File: src/rtl/core/uihp_pkg.sv
`timescale 1ns / 1ps
// ----------------------------------------------------------------------------
// uihp_pkg: shared types, constants and microcode for the heading poller
// Holds the sensor protocol bytes, phase and ack codes, the control word
// layout, and the read-only microprogram that the sequencer steps through.
// ----------------------------------------------------------------------------
package uihp_pkg;

  // Microprogram counter width
  localparam int PC_W = 5;

  // Sensor phases (reported as phase_code)
  localparam logic [2:0] PH_RESET = 3'd0;
  localparam logic [2:0] PH_INIT1 = 3'd1;
  localparam logic [2:0] PH_WAIT  = 3'd2;
  localparam logic [2:0] PH_INIT2 = 3'd3;
  localparam logic [2:0] PH_INIT3 = 3'd4;
  localparam logic [2:0] PH_INIT4 = 3'd5;
  localparam logic [2:0] PH_READY = 3'd6;
  localparam logic [2:0] PH_ERROR = 3'd7;

  // Ack status codes
  localparam logic [2:0] ACK_NONE   = 3'd0;
  localparam logic [2:0] ACK_OK     = 3'd1;
  localparam logic [2:0] ACK_SHORT  = 3'd2;
  localparam logic [2:0] ACK_HEADER = 3'd3;
  localparam logic [2:0] ACK_DEVICE = 3'd4;

  // Input commands
  localparam logic [1:0] CMD_TICK    = 2'd0;
  localparam logic [1:0] CMD_ZERO    = 2'd1;
  localparam logic [1:0] CMD_RESTART = 2'd2;

  // Configuration register indexes
  localparam logic CFG_ENABLED = 1'b0;
  localparam logic CFG_WAIT    = 1'b1;

  localparam logic [7:0] WAIT_TICKS_RST = 8'd50;

  // Protocol bytes
  localparam logic [7:0] START_BYTE    = 8'hAA;
  localparam logic [7:0] RESP_BYTE     = 8'hBB;
  localparam logic [7:0] ERR_BYTE      = 8'hEE;
  localparam logic [7:0] OP_WRITE      = 8'h00;
  localparam logic [7:0] OP_READ       = 8'h01;
  localparam logic [7:0] LEN_ONE       = 8'h01;
  localparam logic [7:0] LEN_HEADING   = 8'h02;
  localparam logic [7:0] ACK_GOOD      = 8'h01;
  localparam logic [7:0] REG_SYS_TRIG  = 8'h3F;
  localparam logic [7:0] REG_PWR_MODE  = 8'h3E;
  localparam logic [7:0] REG_OPR_MODE  = 8'h3D;
  localparam logic [7:0] REG_HEADING   = 8'h1A;
  localparam logic [7:0] VAL_CLK_SEL   = 8'h20;
  localparam logic [7:0] VAL_RST_SYS   = 8'h80;
  localparam logic [7:0] VAL_PWR_NORM  = 8'h00;
  localparam logic [7:0] VAL_MODE_NDOF = 8'b0000_1100;

  // Frame lengths and receive caps
  localparam logic [2:0] LEN_WRITE_FRM = 3'd5;
  localparam logic [2:0] LEN_REQ_FRM   = 3'd4;
  localparam logic [2:0] RX_CAP        = 3'd4;
  localparam logic [2:0] ACK_LEN       = 3'd2;

  // Heading wrap, 1/16 degree units
  localparam logic signed [16:0] HALF_TURN     = 17'sd2880;
  localparam logic signed [16:0] NEG_HALF_TURN = -17'sd2880;
  localparam logic signed [16:0] FULL_TURN     = 17'sd5760;

  typedef logic [PC_W-1:0] upc_t;

  // Microprogram addresses
  localparam upc_t UA_IDLE      = 5'd0;
  localparam upc_t UA_DISPATCH  = 5'd1;
  localparam upc_t UA_ZERO      = 5'd2;
  localparam upc_t UA_RESTART   = 5'd3;
  localparam upc_t UA_NOP       = 5'd4;
  localparam upc_t UA_T_RESET   = 5'd5;  // tick routines follow in phase order
  localparam upc_t UA_T_INIT1   = 5'd6;
  localparam upc_t UA_T_WAIT    = 5'd7;
  localparam upc_t UA_T_INIT2   = 5'd8;
  localparam upc_t UA_T_INIT3   = 5'd9;
  localparam upc_t UA_T_INIT4   = 5'd10;
  localparam upc_t UA_T_READY   = 5'd11;
  localparam upc_t UA_T_ERROR   = 5'd12;
  localparam upc_t UA_HEAD_ZERO = 5'd13;
  localparam upc_t UA_HEAD_HELD = 5'd14;
  localparam upc_t UA_WRAP      = 5'd15;
  localparam upc_t UA_EMIT      = 5'd16;
  localparam upc_t UA_END       = 5'd17;

  typedef enum logic [3:0] {
    ACT_NONE,
    ACT_ZERO,
    ACT_RESTART,
    ACT_T_RESET,
    ACT_T_INIT1,
    ACT_T_WAIT,
    ACT_T_INIT2,
    ACT_T_INIT3,
    ACT_T_INIT4,
    ACT_T_READY,
    ACT_T_ERROR,
    ACT_HEAD_ZERO,
    ACT_HEAD_HELD,
    ACT_WRAP,
    ACT_EMIT
  } act_t;

  typedef enum logic [2:0] {
    COND_NEXT,
    COND_JUMP,
    COND_NO_ACCEPT,
    COND_DISPATCH,
    COND_WRAP_BUSY,
    COND_EMIT_MORE
  } cond_t;

  typedef struct packed {
    act_t  act;
    cond_t cond;
    upc_t  target;
    logic  rdy;
    logic  wait_out;
  } uword_t;

  // Sequencer -> datapath
  typedef struct packed {
    act_t act;
    logic rdy;
    logic accept;
  } uihp_ctl_t;

  // Datapath -> sequencer
  typedef struct packed {
    logic       in_valid;
    logic       out_free;
    logic [1:0] cmd;
    logic       enabled;
    logic [2:0] phase;
    logic       wrap_busy;
    logic       emit_more;
  } uihp_stat_t;

  function automatic uword_t ucode(upc_t pc);
    uword_t w;
    w = '{act: ACT_NONE, cond: COND_JUMP, target: UA_IDLE, rdy: 1'b0, wait_out: 1'b0};
    case (pc)
      UA_IDLE: begin
        w.rdy    = 1'b1;
        w.cond   = COND_NO_ACCEPT;
        w.target = UA_IDLE;
      end
      UA_DISPATCH: w.cond = COND_DISPATCH;
      UA_ZERO: begin
        w.act    = ACT_ZERO;
        w.target = UA_EMIT;
      end
      UA_RESTART: begin
        w.act    = ACT_RESTART;
        w.target = UA_EMIT;
      end
      UA_NOP: w.target = UA_EMIT;
      UA_T_RESET: begin
        w.act    = ACT_T_RESET;
        w.target = UA_HEAD_ZERO;
      end
      UA_T_INIT1: begin
        w.act    = ACT_T_INIT1;
        w.target = UA_HEAD_ZERO;
      end
      UA_T_WAIT: begin
        w.act    = ACT_T_WAIT;
        w.target = UA_HEAD_ZERO;
      end
      UA_T_INIT2: begin
        w.act    = ACT_T_INIT2;
        w.target = UA_HEAD_ZERO;
      end
      UA_T_INIT3: begin
        w.act    = ACT_T_INIT3;
        w.target = UA_HEAD_ZERO;
      end
      UA_T_INIT4: begin
        w.act    = ACT_T_INIT4;
        w.target = UA_HEAD_ZERO;
      end
      UA_T_READY: begin
        w.act    = ACT_T_READY;
        w.target = UA_HEAD_HELD;
      end
      UA_T_ERROR: begin
        w.act    = ACT_T_ERROR;
        w.target = UA_HEAD_ZERO;
      end
      UA_HEAD_ZERO: begin
        w.act    = ACT_HEAD_ZERO;
        w.target = UA_WRAP;
      end
      UA_HEAD_HELD: begin
        w.act    = ACT_HEAD_HELD;
        w.target = UA_WRAP;
      end
      UA_WRAP: begin
        w.act    = ACT_WRAP;
        w.cond   = COND_WRAP_BUSY;
        w.target = UA_WRAP;
      end
      UA_EMIT: begin
        w.act      = ACT_EMIT;
        w.cond     = COND_EMIT_MORE;
        w.target   = UA_EMIT;
        w.wait_out = 1'b1;
      end
      UA_END: w.target = UA_IDLE;
      default: w.target = UA_IDLE;
    endcase
    return w;
  endfunction

  // Byte idx of a write frame (AA 00 reg 01 data) or heading request (AA 01 1A 02)
  function automatic logic [7:0] frame_byte(logic req, logic [7:0] reg_addr,
                                            logic [7:0] data, logic [2:0] idx);
    logic [7:0] b;
    case (idx)
      3'd0:    b = START_BYTE;
      3'd1:    b = req ? OP_READ : OP_WRITE;
      3'd2:    b = req ? REG_HEADING : reg_addr;
      3'd3:    b = req ? LEN_HEADING : LEN_ONE;
      3'd4:    b = data;
      default: b = 8'h00;
    endcase
    return b;
  endfunction

endpackage

File: src/rtl/core/uihp_in_if.sv
`timescale 1ns / 1ps
// ----------------------------------------------------------------------------
// uihp_in_if: command channel of the heading poller
// Valid/ready channel carrying one command with the head of the receive queue.
// ----------------------------------------------------------------------------
interface uihp_in_if;
  logic       valid;
  logic       ready;
  logic [1:0] cmd;
  logic [2:0] rx_count;
  logic [7:0] rx_byte0;
  logic [7:0] rx_byte1;
  logic [7:0] rx_byte2;
  logic [7:0] rx_byte3;

  modport source (
    output valid, cmd, rx_count, rx_byte0, rx_byte1, rx_byte2, rx_byte3,
    input  ready
  );
  modport sink (
    input  valid, cmd, rx_count, rx_byte0, rx_byte1, rx_byte2, rx_byte3,
    output ready
  );
endinterface

File: src/rtl/core/uihp_out_if.sv
`timescale 1ns / 1ps
// ----------------------------------------------------------------------------
// uihp_out_if: result channel of the heading poller
// Valid/ready channel carrying one frame byte plus per-command status.
// ----------------------------------------------------------------------------
interface uihp_out_if;
  logic              valid;
  logic              ready;
  logic              tx_valid;
  logic [7:0]        tx_byte;
  logic              last;
  logic              flush_rx;
  logic [2:0]        rx_consumed;
  logic              heading_update;
  logic signed [12:0] heading_value;
  logic [2:0]        phase_code;
  logic [2:0]        ack_status;
  logic [7:0]        device_code;

  modport source (
    output valid, tx_valid, tx_byte, last, flush_rx, rx_consumed, heading_update,
           heading_value, phase_code, ack_status, device_code,
    input  ready
  );
  modport sink (
    input  valid, tx_valid, tx_byte, last, flush_rx, rx_consumed, heading_update,
           heading_value, phase_code, ack_status, device_code,
    output ready
  );
endinterface

File: src/rtl/core/uihp_seq.sv
`timescale 1ns / 1ps
// ----------------------------------------------------------------------------
// uihp_seq: microprogram sequencer
// Step counter over the control ROM, with conditional jumps, a dispatch on
// command/phase, and a hold while an emit step waits for the output slot.
// ----------------------------------------------------------------------------
module uihp_seq
  import uihp_pkg::*;
(
  input  logic       clk,
  input  logic       rst_n,
  input  uihp_stat_t stat,
  output uihp_ctl_t  ctl
);

  upc_t   pc_r;
  upc_t   pc_nxt;
  uword_t cw;
  upc_t   disp_pc;
  logic   accept;
  logic   stall;

  assign cw     = ucode(pc_r);
  assign accept = cw.rdy && stat.in_valid;
  assign stall  = cw.wait_out && !stat.out_free;

  always_comb begin
    if (stat.cmd == CMD_ZERO) begin
      disp_pc = UA_ZERO;
    end else if (stat.cmd == CMD_RESTART) begin
      disp_pc = UA_RESTART;
    end else if (stat.cmd == CMD_TICK && stat.enabled) begin
      disp_pc = UA_T_RESET + {2'b00, stat.phase};
    end else begin
      disp_pc = UA_NOP;
    end
  end

  always_comb begin
    pc_nxt = pc_r + upc_t'(1);
    if (stall) begin
      pc_nxt = pc_r;
    end else begin
      case (cw.cond)
        COND_NEXT:      pc_nxt = pc_r + upc_t'(1);
        COND_JUMP:      pc_nxt = cw.target;
        COND_NO_ACCEPT: if (!accept) pc_nxt = cw.target;
        COND_DISPATCH:  pc_nxt = disp_pc;
        COND_WRAP_BUSY: if (stat.wrap_busy) pc_nxt = cw.target;
        COND_EMIT_MORE: if (stat.emit_more) pc_nxt = cw.target;
        default:        pc_nxt = UA_IDLE;
      endcase
    end
  end

  always_ff @(posedge clk) begin
    if (!rst_n) begin
      pc_r <= UA_IDLE;
    end else begin
      pc_r <= pc_nxt;
    end
  end

  assign ctl.act    = stall ? ACT_NONE : cw.act;
  assign ctl.rdy    = cw.rdy;
  assign ctl.accept = accept;

`ifndef SYNTHESIS
  a_accept_dispatch: assert property (@(posedge clk) disable iff (!rst_n)
    accept |=> (pc_r == UA_DISPATCH))
    else $error("accepted transaction not dispatched");

  a_stall_hold: assert property (@(posedge clk) disable iff (!rst_n)
    stall |=> $stable(pc_r))
    else $error("step counter moved during output stall");

  a_pc_range: assert property (@(posedge clk) disable iff (!rst_n)
    pc_r <= UA_END)
    else $error("step counter outside microprogram");
`endif

endmodule

File: src/rtl/core/uihp_dp.sv
`timescale 1ns / 1ps
// ----------------------------------------------------------------------------
// uihp_dp: heading poller datapath
// Config registers, sensor state, transaction latch, ack checks, frame
// builder, heading subtract/wrap, and the registered result slot.
// ----------------------------------------------------------------------------
module uihp_dp
  import uihp_pkg::*;
(
  input  logic         clk,
  input  logic         rst_n,
  input  logic         cfg_we,
  input  logic         cfg_idx,
  input  logic [7:0]   cfg_wdata,
  uihp_in_if.sink      in_ch,
  uihp_out_if.source   out_ch,
  input  uihp_ctl_t    ctl,
  output uihp_stat_t   stat
);

  // configuration
  logic        enabled_r, enabled_nxt;
  logic [7:0]  wait_ticks_r, wait_ticks_nxt;
  // sensor state
  logic [2:0]  phase_r, phase_nxt;
  logic [7:0]  wait_cnt_r, wait_cnt_nxt;
  logic [15:0] held_raw_r, held_raw_nxt;
  logic [15:0] last_raw_r, last_raw_nxt;
  logic [15:0] offset_r, offset_nxt;
  // latched transaction
  logic [1:0]  cmd_r, cmd_nxt;
  logic [2:0]  avail_r, avail_nxt;
  logic [7:0]  rxb_r [4];
  // per-transaction results
  logic        flush_r, flush_nxt;
  logic [2:0]  used_r, used_nxt;
  logic        upd_r, upd_nxt;
  logic [2:0]  ack_r, ack_nxt;
  logic [7:0]  dev_r, dev_nxt;
  logic signed [16:0] hv_r, hv_nxt;
  logic        frm_req_r, frm_req_nxt;
  logic [7:0]  frm_reg_r, frm_reg_nxt;
  logic [7:0]  frm_data_r, frm_data_nxt;
  logic [2:0]  ntx_r, ntx_nxt;
  logic [2:0]  idx_r, idx_nxt;
  // result slot
  logic        out_valid_r, out_valid_nxt;
  logic        o_tx_valid_r;
  logic [7:0]  o_tx_byte_r;
  logic        o_last_r;
  logic        o_flush_r;
  logic [2:0]  o_used_r;
  logic        o_upd_r;
  logic signed [12:0] o_hv_r;
  logic [2:0]  o_phase_r;
  logic [2:0]  o_ack_r;
  logic [7:0]  o_dev_r;

  logic        out_free;
  logic        emit_more;
  logic        wrap_busy;
  logic [2:0]  ack_used;
  logic [2:0]  ack_code;
  logic [2:0]  rep_code;
  logic [7:0]  wait_dec;
  logic [15:0] raw_sel;

  assign out_free  = !out_valid_r || out_ch.ready;
  assign emit_more = (idx_r + 3'd1) < ntx_r;
  assign wrap_busy = (hv_r > HALF_TURN) || (hv_r < NEG_HALF_TURN);
  assign wait_dec  = wait_cnt_r - 8'd1;
  assign raw_sel   = (ctl.act == ACT_HEAD_HELD) ? held_raw_r : 16'd0;

  // two-byte ack of a mode write
  always_comb begin
    ack_used = (avail_r < ACK_LEN) ? avail_r : ACK_LEN;
    if (avail_r < ACK_LEN) begin
      ack_code = ACK_SHORT;
    end else if (rxb_r[0] != ERR_BYTE) begin
      ack_code = ACK_HEADER;
    end else if (rxb_r[1] != ACK_GOOD) begin
      ack_code = ACK_DEVICE;
    end else begin
      ack_code = ACK_OK;
    end
  end

  // four-byte heading reply; an error marker always fails
  always_comb begin
    if (avail_r < RX_CAP) begin
      rep_code = ACK_SHORT;
    end else if (rxb_r[0] == ERR_BYTE) begin
      rep_code = ACK_DEVICE;
    end else if (rxb_r[0] != RESP_BYTE || rxb_r[1] != LEN_HEADING) begin
      rep_code = ACK_HEADER;
    end else begin
      rep_code = ACK_OK;
    end
  end

  always_comb begin
    enabled_nxt    = enabled_r;
    wait_ticks_nxt = wait_ticks_r;
    phase_nxt      = phase_r;
    wait_cnt_nxt   = wait_cnt_r;
    held_raw_nxt   = held_raw_r;
    last_raw_nxt   = last_raw_r;
    offset_nxt     = offset_r;
    cmd_nxt        = cmd_r;
    avail_nxt      = avail_r;
    flush_nxt      = flush_r;
    used_nxt       = used_r;
    upd_nxt        = upd_r;
    ack_nxt        = ack_r;
    dev_nxt        = dev_r;
    hv_nxt         = hv_r;
    frm_req_nxt    = frm_req_r;
    frm_reg_nxt    = frm_reg_r;
    frm_data_nxt   = frm_data_r;
    ntx_nxt        = ntx_r;
    idx_nxt        = idx_r;
    out_valid_nxt  = out_valid_r && !out_ch.ready;

    if (cfg_we) begin
      case (cfg_idx)
        CFG_ENABLED: enabled_nxt    = cfg_wdata[0];
        CFG_WAIT:    wait_ticks_nxt = cfg_wdata;
        default:     ;
      endcase
    end

    if (ctl.accept) begin
      cmd_nxt   = in_ch.cmd;
      avail_nxt = (in_ch.rx_count > RX_CAP) ? RX_CAP : in_ch.rx_count;
      flush_nxt = 1'b0;
      used_nxt  = 3'd0;
      upd_nxt   = 1'b0;
      ack_nxt   = ACK_NONE;
      dev_nxt   = 8'd0;
      hv_nxt    = 17'sd0;
      ntx_nxt   = 3'd0;
      idx_nxt   = 3'd0;
    end

    case (ctl.act)
      ACT_ZERO: offset_nxt = last_raw_r;
      ACT_RESTART: begin
        phase_nxt = PH_RESET;
        flush_nxt = enabled_r;
      end
      ACT_T_RESET: begin
        flush_nxt    = 1'b1;
        frm_req_nxt  = 1'b0;
        frm_reg_nxt  = REG_SYS_TRIG;
        frm_data_nxt = VAL_CLK_SEL;
        ntx_nxt      = LEN_WRITE_FRM;
        phase_nxt    = PH_INIT1;
      end
      ACT_T_INIT1: begin
        frm_req_nxt  = 1'b0;
        frm_reg_nxt  = REG_SYS_TRIG;
        frm_data_nxt = VAL_RST_SYS;
        ntx_nxt      = LEN_WRITE_FRM;
        wait_cnt_nxt = wait_ticks_r;
        phase_nxt    = PH_WAIT;
      end
      ACT_T_WAIT: begin
        wait_cnt_nxt = wait_dec;
        if (wait_dec == 8'd0) begin
          phase_nxt = PH_INIT2;
          flush_nxt = 1'b1;
        end
      end
      ACT_T_INIT2: begin
        frm_req_nxt  = 1'b0;
        frm_reg_nxt  = REG_PWR_MODE;
        frm_data_nxt = VAL_PWR_NORM;
        ntx_nxt      = LEN_WRITE_FRM;
        phase_nxt    = PH_INIT3;
      end
      ACT_T_INIT3, ACT_T_INIT4: begin
        used_nxt = ack_used;
        ack_nxt  = ack_code;
        if (ack_code == ACK_DEVICE) dev_nxt = rxb_r[1];
        if (ack_code != ACK_OK) begin
          phase_nxt = PH_ERROR;
        end else if (ctl.act == ACT_T_INIT3) begin
          frm_req_nxt  = 1'b0;
          frm_reg_nxt  = REG_OPR_MODE;
          frm_data_nxt = VAL_MODE_NDOF;
          ntx_nxt      = LEN_WRITE_FRM;
          phase_nxt    = PH_INIT4;
        end else begin
          frm_req_nxt = 1'b1;
          ntx_nxt     = LEN_REQ_FRM;
          phase_nxt   = PH_READY;
        end
      end
      ACT_T_READY: begin
        used_nxt = avail_r;
        ack_nxt  = rep_code;
        if (rep_code == ACK_DEVICE) dev_nxt = rxb_r[1];
        if (rep_code == ACK_OK) held_raw_nxt = {rxb_r[3], rxb_r[2]};
        frm_req_nxt = 1'b1;
        ntx_nxt     = LEN_REQ_FRM;
      end
      ACT_T_ERROR: phase_nxt = PH_RESET;
      ACT_HEAD_ZERO, ACT_HEAD_HELD: begin
        last_raw_nxt = raw_sel;
        hv_nxt       = $signed({1'b0, raw_sel}) - $signed({1'b0, offset_r});
        upd_nxt      = 1'b1;
      end
      ACT_WRAP: begin
        if (hv_r > HALF_TURN) begin
          hv_nxt = hv_r - FULL_TURN;
        end else if (hv_r < NEG_HALF_TURN) begin
          hv_nxt = hv_r + FULL_TURN;
        end
      end
      ACT_EMIT: begin
        out_valid_nxt = 1'b1;
        idx_nxt       = idx_r + 3'd1;
      end
      default: ;
    endcase
  end

  always_ff @(posedge clk) begin
    if (!rst_n) begin
      enabled_r    <= 1'b0;
      wait_ticks_r <= WAIT_TICKS_RST;
      phase_r      <= PH_RESET;
      wait_cnt_r   <= 8'd0;
      held_raw_r   <= 16'd0;
      last_raw_r   <= 16'd0;
      offset_r     <= 16'd0;
      out_valid_r  <= 1'b0;
    end else begin
      enabled_r    <= enabled_nxt;
      wait_ticks_r <= wait_ticks_nxt;
      phase_r      <= phase_nxt;
      wait_cnt_r   <= wait_cnt_nxt;
      held_raw_r   <= held_raw_nxt;
      last_raw_r   <= last_raw_nxt;
      offset_r     <= offset_nxt;
      out_valid_r  <= out_valid_nxt;
    end
  end

  always_ff @(posedge clk) begin
    cmd_r      <= cmd_nxt;
    avail_r    <= avail_nxt;
    flush_r    <= flush_nxt;
    used_r     <= used_nxt;
    upd_r      <= upd_nxt;
    ack_r      <= ack_nxt;
    dev_r      <= dev_nxt;
    hv_r       <= hv_nxt;
    frm_req_r  <= frm_req_nxt;
    frm_reg_r  <= frm_reg_nxt;
    frm_data_r <= frm_data_nxt;
    ntx_r      <= ntx_nxt;
    idx_r      <= idx_nxt;
    if (ctl.accept) begin
      rxb_r[0] <= in_ch.rx_byte0;
      rxb_r[1] <= in_ch.rx_byte1;
      rxb_r[2] <= in_ch.rx_byte2;
      rxb_r[3] <= in_ch.rx_byte3;
    end
  end

  // result slot load; status fields ride only on the final result
  always_ff @(posedge clk) begin
    if (ctl.act == ACT_EMIT) begin
      o_tx_valid_r <= (ntx_r != 3'd0);
      o_tx_byte_r  <= (ntx_r != 3'd0) ?
                      frame_byte(frm_req_r, frm_reg_r, frm_data_r, idx_r) : 8'h00;
      o_last_r     <= !emit_more;
      o_flush_r    <= !emit_more && flush_r;
      o_used_r     <= emit_more ? 3'd0 : used_r;
      o_upd_r      <= !emit_more && upd_r;
      o_hv_r       <= emit_more ? 13'sd0 : hv_r[12:0];
      o_phase_r    <= emit_more ? PH_RESET : phase_r;
      o_ack_r      <= emit_more ? ACK_NONE : ack_r;
      o_dev_r      <= emit_more ? 8'd0 : dev_r;
    end
  end

  assign in_ch.ready           = ctl.rdy;
  assign out_ch.valid          = out_valid_r;
  assign out_ch.tx_valid       = o_tx_valid_r;
  assign out_ch.tx_byte        = o_tx_byte_r;
  assign out_ch.last           = o_last_r;
  assign out_ch.flush_rx       = o_flush_r;
  assign out_ch.rx_consumed    = o_used_r;
  assign out_ch.heading_update = o_upd_r;
  assign out_ch.heading_value  = o_hv_r;
  assign out_ch.phase_code     = o_phase_r;
  assign out_ch.ack_status     = o_ack_r;
  assign out_ch.device_code    = o_dev_r;

  assign stat.in_valid  = in_ch.valid;
  assign stat.out_free  = out_free;
  assign stat.cmd       = cmd_r;
  assign stat.enabled   = enabled_r;
  assign stat.phase     = phase_r;
  assign stat.wrap_busy = wrap_busy;
  assign stat.emit_more = emit_more;

`ifndef SYNTHESIS
  a_emit_wrapped: assert property (@(posedge clk) disable iff (!rst_n)
    (ctl.act == ACT_EMIT) |-> !wrap_busy)
    else $error("heading emitted before wrap finished");

  a_emit_slot_free: assert property (@(posedge clk) disable iff (!rst_n)
    (ctl.act == ACT_EMIT) |-> out_free)
    else $error("result loaded into occupied slot");

  a_ack_on_tick: assert property (@(posedge clk) disable iff (!rst_n)
    (ctl.act == ACT_EMIT && ack_r != ACK_NONE) |-> upd_r)
    else $error("ack status reported without a tick");
`endif

endmodule

File: src/rtl/core/uart_imu_heading_poller_unit.sv
`timescale 1ns / 1ps
// ----------------------------------------------------------------------------
// uart_imu_heading_poller_unit: UART orientation sensor heading poller
// Microcoded sequencer driving a datapath that builds sensor frames, checks
// replies and reports the zero-corrected heading.
//
//   port    dir  handshake         carries
//   in_ch   in   valid/ready       cmd, rx_count, rx_byte0..3
//   out_ch  out  valid/ready       one frame byte per beat; status on the last beat
//   cfg_*   in   cfg_we strobe     tracker_enabled (idx 0), reset_wait_ticks (idx 1)
//
// One command at a time. A zero/restart/idle command emits one result; an
//   enabled tick runs k (0..11) wrap passes of the shared add/subtract of a
//   full turn on the heading difference, then emits max(1, n) results, where
//   n is the frame length (0, 4 or 5).
// Results leave through a one-deep output register; the emit step holds while
// that register is occupied and not taken.
// Synchronous active-low reset; no clearing pass.
// ----------------------------------------------------------------------------
module uart_imu_heading_poller_unit
  import uihp_pkg::*;
(
  input  logic        clk,
  input  logic        rst_n,
  uihp_in_if.sink     in_ch,
  uihp_out_if.source  out_ch,
  input  logic        cfg_we,
  input  logic        cfg_idx,
  input  logic [7:0]  cfg_wdata
);

  uihp_ctl_t  ctl;
  uihp_stat_t stat;

  uihp_seq u_seq (
    .clk   (clk),
    .rst_n (rst_n),
    .stat  (stat),
    .ctl   (ctl)
  );

  uihp_dp u_dp (
    .clk       (clk),
    .rst_n     (rst_n),
    .cfg_we    (cfg_we),
    .cfg_idx   (cfg_idx),
    .cfg_wdata (cfg_wdata),
    .in_ch     (in_ch),
    .out_ch    (out_ch),
    .ctl       (ctl),
    .stat      (stat)
  );

endmodule
File: src/flat_wrapper.sv
// flat-port wrapper written by rule: the top's interface ports become plain ports
module uart_imu_heading_poller_unit_flat import uihp_pkg::*;
  (clk, rst_n, cfg_we, cfg_idx, cfg_wdata, in_ch_valid, in_ch_cmd, in_ch_rx_count, in_ch_rx_byte0, in_ch_rx_byte1, in_ch_rx_byte2, in_ch_rx_byte3, in_ch_ready, out_ch_valid, out_ch_tx_valid, out_ch_tx_byte, out_ch_last, out_ch_flush_rx, out_ch_rx_consumed, out_ch_heading_update, out_ch_heading_value, out_ch_phase_code, out_ch_ack_status, out_ch_device_code, out_ch_ready);
  uihp_in_if in_ch_i ();
  uihp_out_if out_ch_i ();
  input  logic clk;
  input  logic rst_n;
  input  logic cfg_we;
  input  logic cfg_idx;
  input  logic [7:0] cfg_wdata;
  input wire logic [$bits(in_ch_i.valid)-1:0] in_ch_valid;
  input wire logic [$bits(in_ch_i.cmd)-1:0] in_ch_cmd;
  input wire logic [$bits(in_ch_i.rx_count)-1:0] in_ch_rx_count;
  input wire logic [$bits(in_ch_i.rx_byte0)-1:0] in_ch_rx_byte0;
  input wire logic [$bits(in_ch_i.rx_byte1)-1:0] in_ch_rx_byte1;
  input wire logic [$bits(in_ch_i.rx_byte2)-1:0] in_ch_rx_byte2;
  input wire logic [$bits(in_ch_i.rx_byte3)-1:0] in_ch_rx_byte3;
  output wire logic [$bits(in_ch_i.ready)-1:0] in_ch_ready;
  output wire logic [$bits(out_ch_i.valid)-1:0] out_ch_valid;
  output wire logic [$bits(out_ch_i.tx_valid)-1:0] out_ch_tx_valid;
  output wire logic [$bits(out_ch_i.tx_byte)-1:0] out_ch_tx_byte;
  output wire logic [$bits(out_ch_i.last)-1:0] out_ch_last;
  output wire logic [$bits(out_ch_i.flush_rx)-1:0] out_ch_flush_rx;
  output wire logic [$bits(out_ch_i.rx_consumed)-1:0] out_ch_rx_consumed;
  output wire logic [$bits(out_ch_i.heading_update)-1:0] out_ch_heading_update;
  output wire logic [$bits(out_ch_i.heading_value)-1:0] out_ch_heading_value;
  output wire logic [$bits(out_ch_i.phase_code)-1:0] out_ch_phase_code;
  output wire logic [$bits(out_ch_i.ack_status)-1:0] out_ch_ack_status;
  output wire logic [$bits(out_ch_i.device_code)-1:0] out_ch_device_code;
  input wire logic [$bits(out_ch_i.ready)-1:0] out_ch_ready;
  assign in_ch_i.valid = in_ch_valid;
  assign in_ch_i.cmd = in_ch_cmd;
  assign in_ch_i.rx_count = in_ch_rx_count;
  assign in_ch_i.rx_byte0 = in_ch_rx_byte0;
  assign in_ch_i.rx_byte1 = in_ch_rx_byte1;
  assign in_ch_i.rx_byte2 = in_ch_rx_byte2;
  assign in_ch_i.rx_byte3 = in_ch_rx_byte3;
  assign in_ch_ready = in_ch_i.ready;
  assign out_ch_valid = out_ch_i.valid;
  assign out_ch_tx_valid = out_ch_i.tx_valid;
  assign out_ch_tx_byte = out_ch_i.tx_byte;
  assign out_ch_last = out_ch_i.last;
  assign out_ch_flush_rx = out_ch_i.flush_rx;
  assign out_ch_rx_consumed = out_ch_i.rx_consumed;
  assign out_ch_heading_update = out_ch_i.heading_update;
  assign out_ch_heading_value = out_ch_i.heading_value;
  assign out_ch_phase_code = out_ch_i.phase_code;
  assign out_ch_ack_status = out_ch_i.ack_status;
  assign out_ch_device_code = out_ch_i.device_code;
  assign out_ch_i.ready = out_ch_ready;
  uart_imu_heading_poller_unit u_core (.clk(clk), .rst_n(rst_n), .in_ch(in_ch_i), .out_ch(out_ch_i), .cfg_we(cfg_we), .cfg_idx(cfg_idx), .cfg_wdata(cfg_wdata));
endmodule
File: config.mk
export PLATFORM = sky130hd
export DESIGN_NAME = uart_imu_heading_poller_unit_flat
export DESIGN_NICKNAME = d
export VERILOG_FILES = /design/src/rtl/core/uihp_pkg.sv /design/src/rtl/core/uihp_in_if.sv /design/src/rtl/core/uihp_out_if.sv /design/src/rtl/core/uihp_seq.sv /design/src/rtl/core/uihp_dp.sv /design/src/rtl/core/uart_imu_heading_poller_unit.sv /design/src/flat_wrapper.sv
export SDC_FILE = /design/constraint.sdc
export NUM_CORES = 1
export LEC_CHECK = 0
export BUFFER_PORTS_ARGS = -buffer_cell sky130_fd_sc_hd__clkbuf_2
export CORE_UTILIZATION = 60
export CTS_BUF_LIST = sky130_fd_sc_hd__clkbuf_16
export DETAILED_ROUTE_END_ITERATION = 6
export GPL_ROUTABILITY_DRIVEN = 0
export PLACE_DENSITY = 0.84
export SYNTH_ARGS = -nofsm -noshare
export SYNTH_HDL_FRONTEND = slang
export SYNTH_SLANG_ARGS = --single-unit
File: constraint.sdc
create_clock -name clk -period 11.05 [get_ports clk]
set_clock_uncertainty 0.1 [all_clocks]
set_input_delay 0.5525 -clock clk [delete_from_list [all_inputs] [get_ports clk]]
set_output_delay 0.5525 -clock clk [all_outputs]
set_load 0.05 [all_outputs]
-- Yosys cells after proc, flatten, opt, wreduce, memory -nomap -nowiden
Memory sizes are Yosys's and may differ from the RTL's. A register that Yosys moved wholly into a read port is not among the register bits.
Cells that the tools add are included.
Widths: inputs -> output; s select.
- input port bits: 51
- RAM bits: 32
- output and inout port bits: 44
- register bits after elaboration: 161
- memories: 1
- memory list (memory ; words ; width ; rd ports ; clocked after Yosys merged registers in ; wr ports ; line ; RTL):
    u_core.u_dp.rxb_r ; 4 ; 8 ; 4 ; 2 ; 4 ; uihp_dp.sv:33 ; logic [7:0] rxb_r [4];
- equality and inequality tests: 53
- $lt $le $gt $ge: 6
- $add $sub $neg: 7
- muxes and demuxes: 61
- reductions and logical operators: 43
- bitwise gates (word level): 1
- operator list (operator ; number):
    $mux 8 ; 8
    $pmux 4 s14 ; 1
    $mux 17 ; 3
    $eq 5x4->1 const B ; 8
    $pmux 8 s5 ; 1
    $pmux 17 s2 ; 1
    $mux 3 ; 11
    $pmux 8 s2 ; 2
    $pmux 8 s4 ; 1
    $pmux 5 s6 ; 1
    $eq 4x4->1 const B ; 7
    $pmux 8 s3 ; 1
    $eq 5x3->1 const B ; 4
    $pmux 5 s4 ; 1
    $pmux 3 s6 ; 1
    $add 17x14->17 const B ; 1
    $gt 17x13->1 const B ; 1
    $lt 17x13->1 const B ; 1
    $sub 16x16->17 ; 1
    $sub 17x14->17 const B ; 1
    $eq 4x3->1 const B ; 4
    $mux 16 ; 1
    $mux 4 ; 4
    $ne 8x8->1 const B ; 2
    48 further kinds ; 104

-- Depth between registers and ports, before layout
- depth after elaboration: 9
- gate-level depth with buffers: 20
- gate-level depth less buffers: 18

-- Hierarchy
From an unflattened synthesis, not the netlist that was laid out.
- cell total of the unflattened synthesis: 1066
- area total of the unflattened synthesis: 10204.8 sq um
- by module, submodules not included (module ; area an instance (sq um) ; seq. area each (sq um) ; times used ; cells each):
    uihp_dp ; 9326.4 ; 4844.6 ; 1 ; 944
    uihp_seq ; 878.3 ; 100.1 ; 1 ; 122

-- Worst setup path before layout
OpenSTA, ideal clock, no wires.
- path type: reg2reg
- start: register u_core.u_seq.pc_r[0]
- end: register u_core.u_dp.hv_r[15]
- period minus slack after synthesis: 4.942 ns
- setup time: 0.133 ns
- path slack: 6.108 ns
- arrival: 4.709 ns
- data required time: 10.817 ns
- stages on the path, launching flop included: 11
- cells stage by stage: dfxtp_1 > inv_1 > ha_1 > clkbuf_1 > nor4b_1 > nand2_1 > inv_1 > mux2i_1 > a221oi_1 > a211o_1 > o2111ai_1
- elaborated cells on any way between the ends: 31
- classes of those cells: add/sub: 1; eq/ne: 17; mux: 9; reduce/logical: 4
- RTL lines (what ; line ; RTL):
    start, declared ; uihp_seq.sv:16 ; upc_t pc_r;
    start signal, assigned ; uihp_seq.sv:60 ; pc_r <= pc_nxt;
    $logic_not 5->1 (*) ; uihp_pkg.sv:147 ; case (pc)
    $mux 1 (*) ; uihp_pkg.sv:147 ;
    named net in_ch_ready ; flat_wrapper.sv:18 ; output wire logic [$bits(in_ch_i.ready)-1:0] in_ch_ready;
    $logic_and 1x1->1 (*) ; uihp_seq.sv:24 ; assign accept = cw.rdy && stat.in_valid;
    named net u_core.u_seq.accept ; uihp_seq.sv:20 ; logic accept;
    $mux 17 (*) ; uihp_dp.sv:132 ; if (ctl.accept) begin
    $mux 17 ; uihp_dp.sv:216 ; end else if (hv_r < NEG_HALF_TURN) begin
    $mux 17 ; uihp_dp.sv:214 ; if (hv_r > HALF_TURN) begin
    $pmux 17 s2 (*) ; uihp_dp.sv:145 ; case (ctl.act)
    named net u_core.u_dp.hv_nxt[15] ; uihp_dp.sv:40 ; logic signed [16:0] hv_r, hv_nxt;
    end signal, assigned ; uihp_dp.sv:258 ; hv_r <= hv_nxt;
    end, declared ; uihp_dp.sv:40 ;
Mark *: on every way through the listed nets, which the timed path passes. The rest lies on a longest branch.
A chain may end at the register's enable or synchronous reset.

-- Final worst setup path
- start: register u_core.u_seq.pc_r[1]
- end: register u_core.u_dp.hv_r[15]
- longest elaborated chain between the ends: 8
- elaborated cells on any way between the ends: 31
- classes of those cells: add/sub: 1; eq/ne: 17; mux: 9; reduce/logical: 4
- ends and longest elaborated chain (what ; line ; RTL):
    branches (longest 3 deep; another with $pmux 4 s14) ; -- ;
    $mux 4 (*) ; uihp_seq.sv:64 ; assign ctl.act = stall ? ACT_NONE : cw.act;
    $eq 4x4->1 (*) ; uihp_dp.sv:72 ; assign raw_sel = (ctl.act == ACT_HEAD_HELD) ? held_raw_r : 16'd0;
    $mux 16 (*) ; uihp_dp.sv:72 ;
    named net u_core.u_dp.raw_sel[1] ; uihp_dp.sv:66 ; logic [15:0] raw_sel;
    $sub 16x16->17 (*) ; uihp_dp.sv:210 ; hv_nxt = $signed({1'b0, raw_sel}) - $signed({1'b0, offset_r});
    $pmux 17 s2 (*) ; uihp_dp.sv:145 ;
    named net u_core.u_dp.hv_nxt[15] ; uihp_dp.sv:40 ;
Mark *: on every way through the listed nets, which the timed path passes.

==> reports/qor.log <==
qor: status.run_status finished clean
qor: synth.adder_cell_area_share_of_the_yosys_netlist 4.929%
qor: setup_path.worstPathCellList ha_1 > nand3_1 > inv_1 > ha_1 > inv_1 > nand3_1 > nor2_1 > buf_4 > nand2_1 > inv_1 > ha_1 > nor2b_1 > o2111a_1 > o21ai_0 > a31oi_1 > a221oi_1 > mux2i_1 > o2111ai_1
qor: worst_hold_path.hold_class input pin to flop
qor: global_route.grt_use_total 25.39%
qor: timing.period_needed 5.052 ns
qor: detailed_routing.wl_per_cell 16.06 um
qor: global_route.grt.overflow.total 0
qor: setup_path.timing.critical_path.slowest_stage_cell sky130_fd_sc_hd__ha_1
qor: setup_path.critical_path_arrival 5.23 ns
qor: timing.finalSetupTns 0 ns
qor: synth.yosys_warnings 0
qor: synth.fraction_of_synthesized_area_in_multiplexers 2.114%
qor: synth.synth_fp_nets 1119
qor: floorplan.ioPinCount 95
qor: setup_path.critPathKind flop to flop
qor: job.max-cap-violations 0
qor: cts.cts-root-buf sky130_fd_sc_hd__clkbuf_16
qor: layout.area_delta_synth_final 11.23%
qor: timing.layout_setup_ws 5.998 ns
qor: power_and_ir_drop.pwr_density_cell 198.0 nW/um2
qor: global_route.grt_antenna_before_repair 0
qor: synth.yosysSeqAreaShare 49.44%
qor: detailed_routing.route.antenna.remaining_nets 0
qor: synth.synthSimpleGateAreaFrac 18.07%
qor: timing.min_period_over_period 45.72%
qor: power_and_ir_drop.p_seq_share 43.2%
qor: synth.synth_enable_flop_cells 100
qor: cts.post_cts_resized 0
qor: floorplan.fp.dieW 131.1 um
qor: synth.ys_seq_elements 197
qor: setup_path.critical_path.max_fanout 30
qor: setup_path.setup.worst_path.end_class flop
qor: global_route.pin_count_of_the_biggest_net_entering_global_routing 52
qor: detailed_routing.avgViaCountPerCell 5.983
qor: power_and_ir_drop.clkPwrFrac 27.1%
qor: detailed_routing.drt_drc_violations_left 0
qor: synth.synth_top_flop_cell sky130_fd_sc_hd__edfxtp_1
qor: power_and_ir_drop.totalPowerFinal 2.203 mW
qor: cts.cts.repair_timing.setup_buffer_count 0
qor: detailed_routing.vias 7933
qor: synth.post_synth_inst_count 1030
qor: power_and_ir_drop.switching_power 0.8216 mW
qor: layout.final.fill_count 1186
qor: detailed_routing.firstDrtPassIters 6
qor: cts.clkSinkCount 197
qor: synth.synth_cell_types 83
qor: cts.cts.path.max_buffers 2
qor: synth.post-synth-top-area-fraction 30.03%
qor: synth.synth_most_common_cell sky130_fd_sc_hd__nand2_1
qor: timing.rsz0062_at_grt no
qor: synth.yosys.area_share.xor_xnor 1.839%
qor: timing.timing.slew.headroom 28.70%
qor: power_and_ir_drop.vdd.ir_drop.worst 0.1631 mV
qor: cts.cts_made_buffers 17
qor: layout.finalInstanceArea 11120 um2
qor: detailed_routing.drt_iter0_drc 850
qor: floorplan.core-area 16060 um2
qor: synth.synthesis.area 10000 um2
qor: floorplan.floorplan.die.height 131.1 um
qor: placed_design.place_ws 6.059 ns
qor: placed_design.hpwl 14850 um
qor: synth.post_synth_main_area_contributors sky130_fd_sc_hd__edfxtp_1 30%, sky130_fd_sc_hd__dfxtp_1 19%, sky130_fd_sc_hd__ha_1 4.6%
qor: global_route.wire_length_of_the_first_global_routing_pass 35240 um
qor: cts.ctsHtreeMaxLevel 4
qor: global_route.via_count_of_the_first_global_routing_pass 7273
qor: timing.fmaxAchievable 198.0 MHz
qor: cts.cts_clk_pin_slew_worst_paths 0.07 ns
qor: setup_path.timing.critical_path.from_type flop
qor: power_and_ir_drop.power_switching_share 37.30%
qor: timing.worst_pin_slew 1.069 ns
qor: setup_path.worst-endpoint-required 11.23 ns
qor: layout.post_route_cells_drive_above_1_share 13.87%
qor: timing.slew_violations 0
qor: floorplan.floorplan.die_area 17190 um2
qor: detailed_routing.route.final.wire_length 21290 um
qor: synth.post-synth-top-area-cell sky130_fd_sc_hd__edfxtp_1
qor: floorplan.site_rows 46
qor: timing.setup-violations-final 0
qor: cts.clock_latency 0.44 ns
qor: synth.synth_top_family_by_area compound AO/OA/AOI/OAI gates
qor: power_and_ir_drop.leakage_power 4.053 nW
qor: layout.nets 1186
qor: placed_design.dpl_cell_area 10550 um2
qor: synth.synth_compound_gate_area_share 19.35%
qor: synth.netlist_top_cells_count 121 x sky130_fd_sc_hd__nand2_1, 100 x sky130_fd_sc_hd__edfxtp_1, 97 x sky130_fd_sc_hd__dfxtp_1
qor: layout.antennaDiodeCount 0
qor: layout.final-seq-area 4945 um2
qor: power_and_ir_drop.power_report.internal_total 1.381 mW
qor: layout.multi_input_area 4634 um2
qor: placed_design.port-buffer-count 93
qor: power_and_ir_drop.share_comb_of_total_power 29.6%
qor: timing.hold_ws 0.1858 ns
qor: cts.cts_hold_repair.buffers 0
qor: floorplan.initial_core_util 62.28%
qor: synth.syn-mean-instance-area 9.710 um2
qor: synth.async_reset_ff_share 0%
qor: setup_path.delay_of_the_slowest_cell_on_the_worst_path 0.73 ns
qor: timing.finalHoldViolCount 0
qor: cts.cts_tree yes
[state kept, by name, summed over array words and instances, names as in the netlist, 13 cells and up]
name and count:
u_core.u_dp.rxb_r 32, u_core.u_dp.last_raw_r 16, u_core.u_dp.hv_r 17, u_core.u_dp.offset_r 16, u_core.u_dp.held_raw_r 16, u_core.u_dp.out_ch.heading_value 13
[power by group through the flow]
stage / combinational (mW) / clock (mW) / sequential, mW
2_1_floorplan: 0.488 / 0 / 0.942
3_3_place_gp: 0.622 / 0 / 0.962
3_5_place_dp: 0.634 / 0 / 0.966
4_1_cts: 0.640 / 0.603 / 0.951
5_1_grt: 0.721 / 0.629 / 0.964
6_report: 0.653 / 0.598 / 0.952
[routing by layer]
metal  wire [um]  global-route usage [%]  up-vias  share of wire, %
li1            -                       -     3896                 -
met1        9761                   35.69     3650                46
met2        9386                   38.80      339                44
met3        1717                   5.517       48               8.1
met4         426                   8.627        0               2.0
met5           0                       0        -                 0
[cells by family (layout without fill, tap and decap cells)]
family	Yosys count	count (layout)
DFF	197	197
xor gates and xnor gates	21	21
adders and majority gates	39	39
buffers and inverters	102	182
muxes	21	21
AOI/OAI and AO/OA	276	276
and+or+nand+nor	373	373
other	1	1
[placed cells by master, fill, tap and decap left out, drive strengths merged, types with 8 or more instances in the layout]
cell	Yosys	layout
ha	37	37
nand2	121	121
nand4	11	11
mux2i	20	20
inv	51	56
o21ai	56	56
nor2b	20	20
edfxtp	100	100
o2111ai	9	9
a21o	8	8
nand3	22	22
clkbuf	33	110
a221oi	9	9
nor3	16	16
o211ai	8	8
clkinv	0	8
a21oi	74	74
and2	47	47
a22oi	15	15
xnor2	14	14
a31oi	13	13
nor2	89	89
dfxtp	97	97
a211oi	12	12
[worst max-delay path: cells and delay by family (launching register included)]
family / cells / cell delay [ns]
adder cells (fa/ha/maj): 3 / 1.39
multiplexers: 1 / 0.23
buffers and inverters: 4 / 0.83
AND/OR/NAND/NOR: 5 / 0.72
flip-flops: 1 / 0.42
AO/OA/AOI/OAI: 5 / 1.21
[worst paths after layout]
path	slack (ns)	endpoint	cells past startpoint	start
max	6.00	u_core.u_dp.hv_r[15]	18	u_core.u_seq.pc_r[1]
min	0.19	u_core.u_dp.rxb_r[2][1]	1	in_ch_rx_byte2[1]
max reg2reg	6.00	u_core.u_dp.hv_r[15]	18	u_core.u_seq.pc_r[1]
min reg2reg	0.35	u_core.u_dp.offset_r[14]	2	u_core.u_dp.last_raw_r[14]
[through the flow]
step | std cells | util, %
after global routing | 1326 | 69.28
after floorplan | 1030 | -
after detailed placement | 1294 | 65.71
after global placement | 1294 | 65.71
after CTS | 1326 | 69.28
final | 1326 | 69.28
[area by class of cell]
type                    instances  share of cell area [%]
clock inverters                15                   1.327
multi-input cells             731                   41.66
well taps                     216                   2.429
flip-flops and latches        197                   44.45
repair buffers                 99                   4.589
inverters                      51                   1.721
clock buffers                  17                   3.824
(Power assumes the default switching activity.)
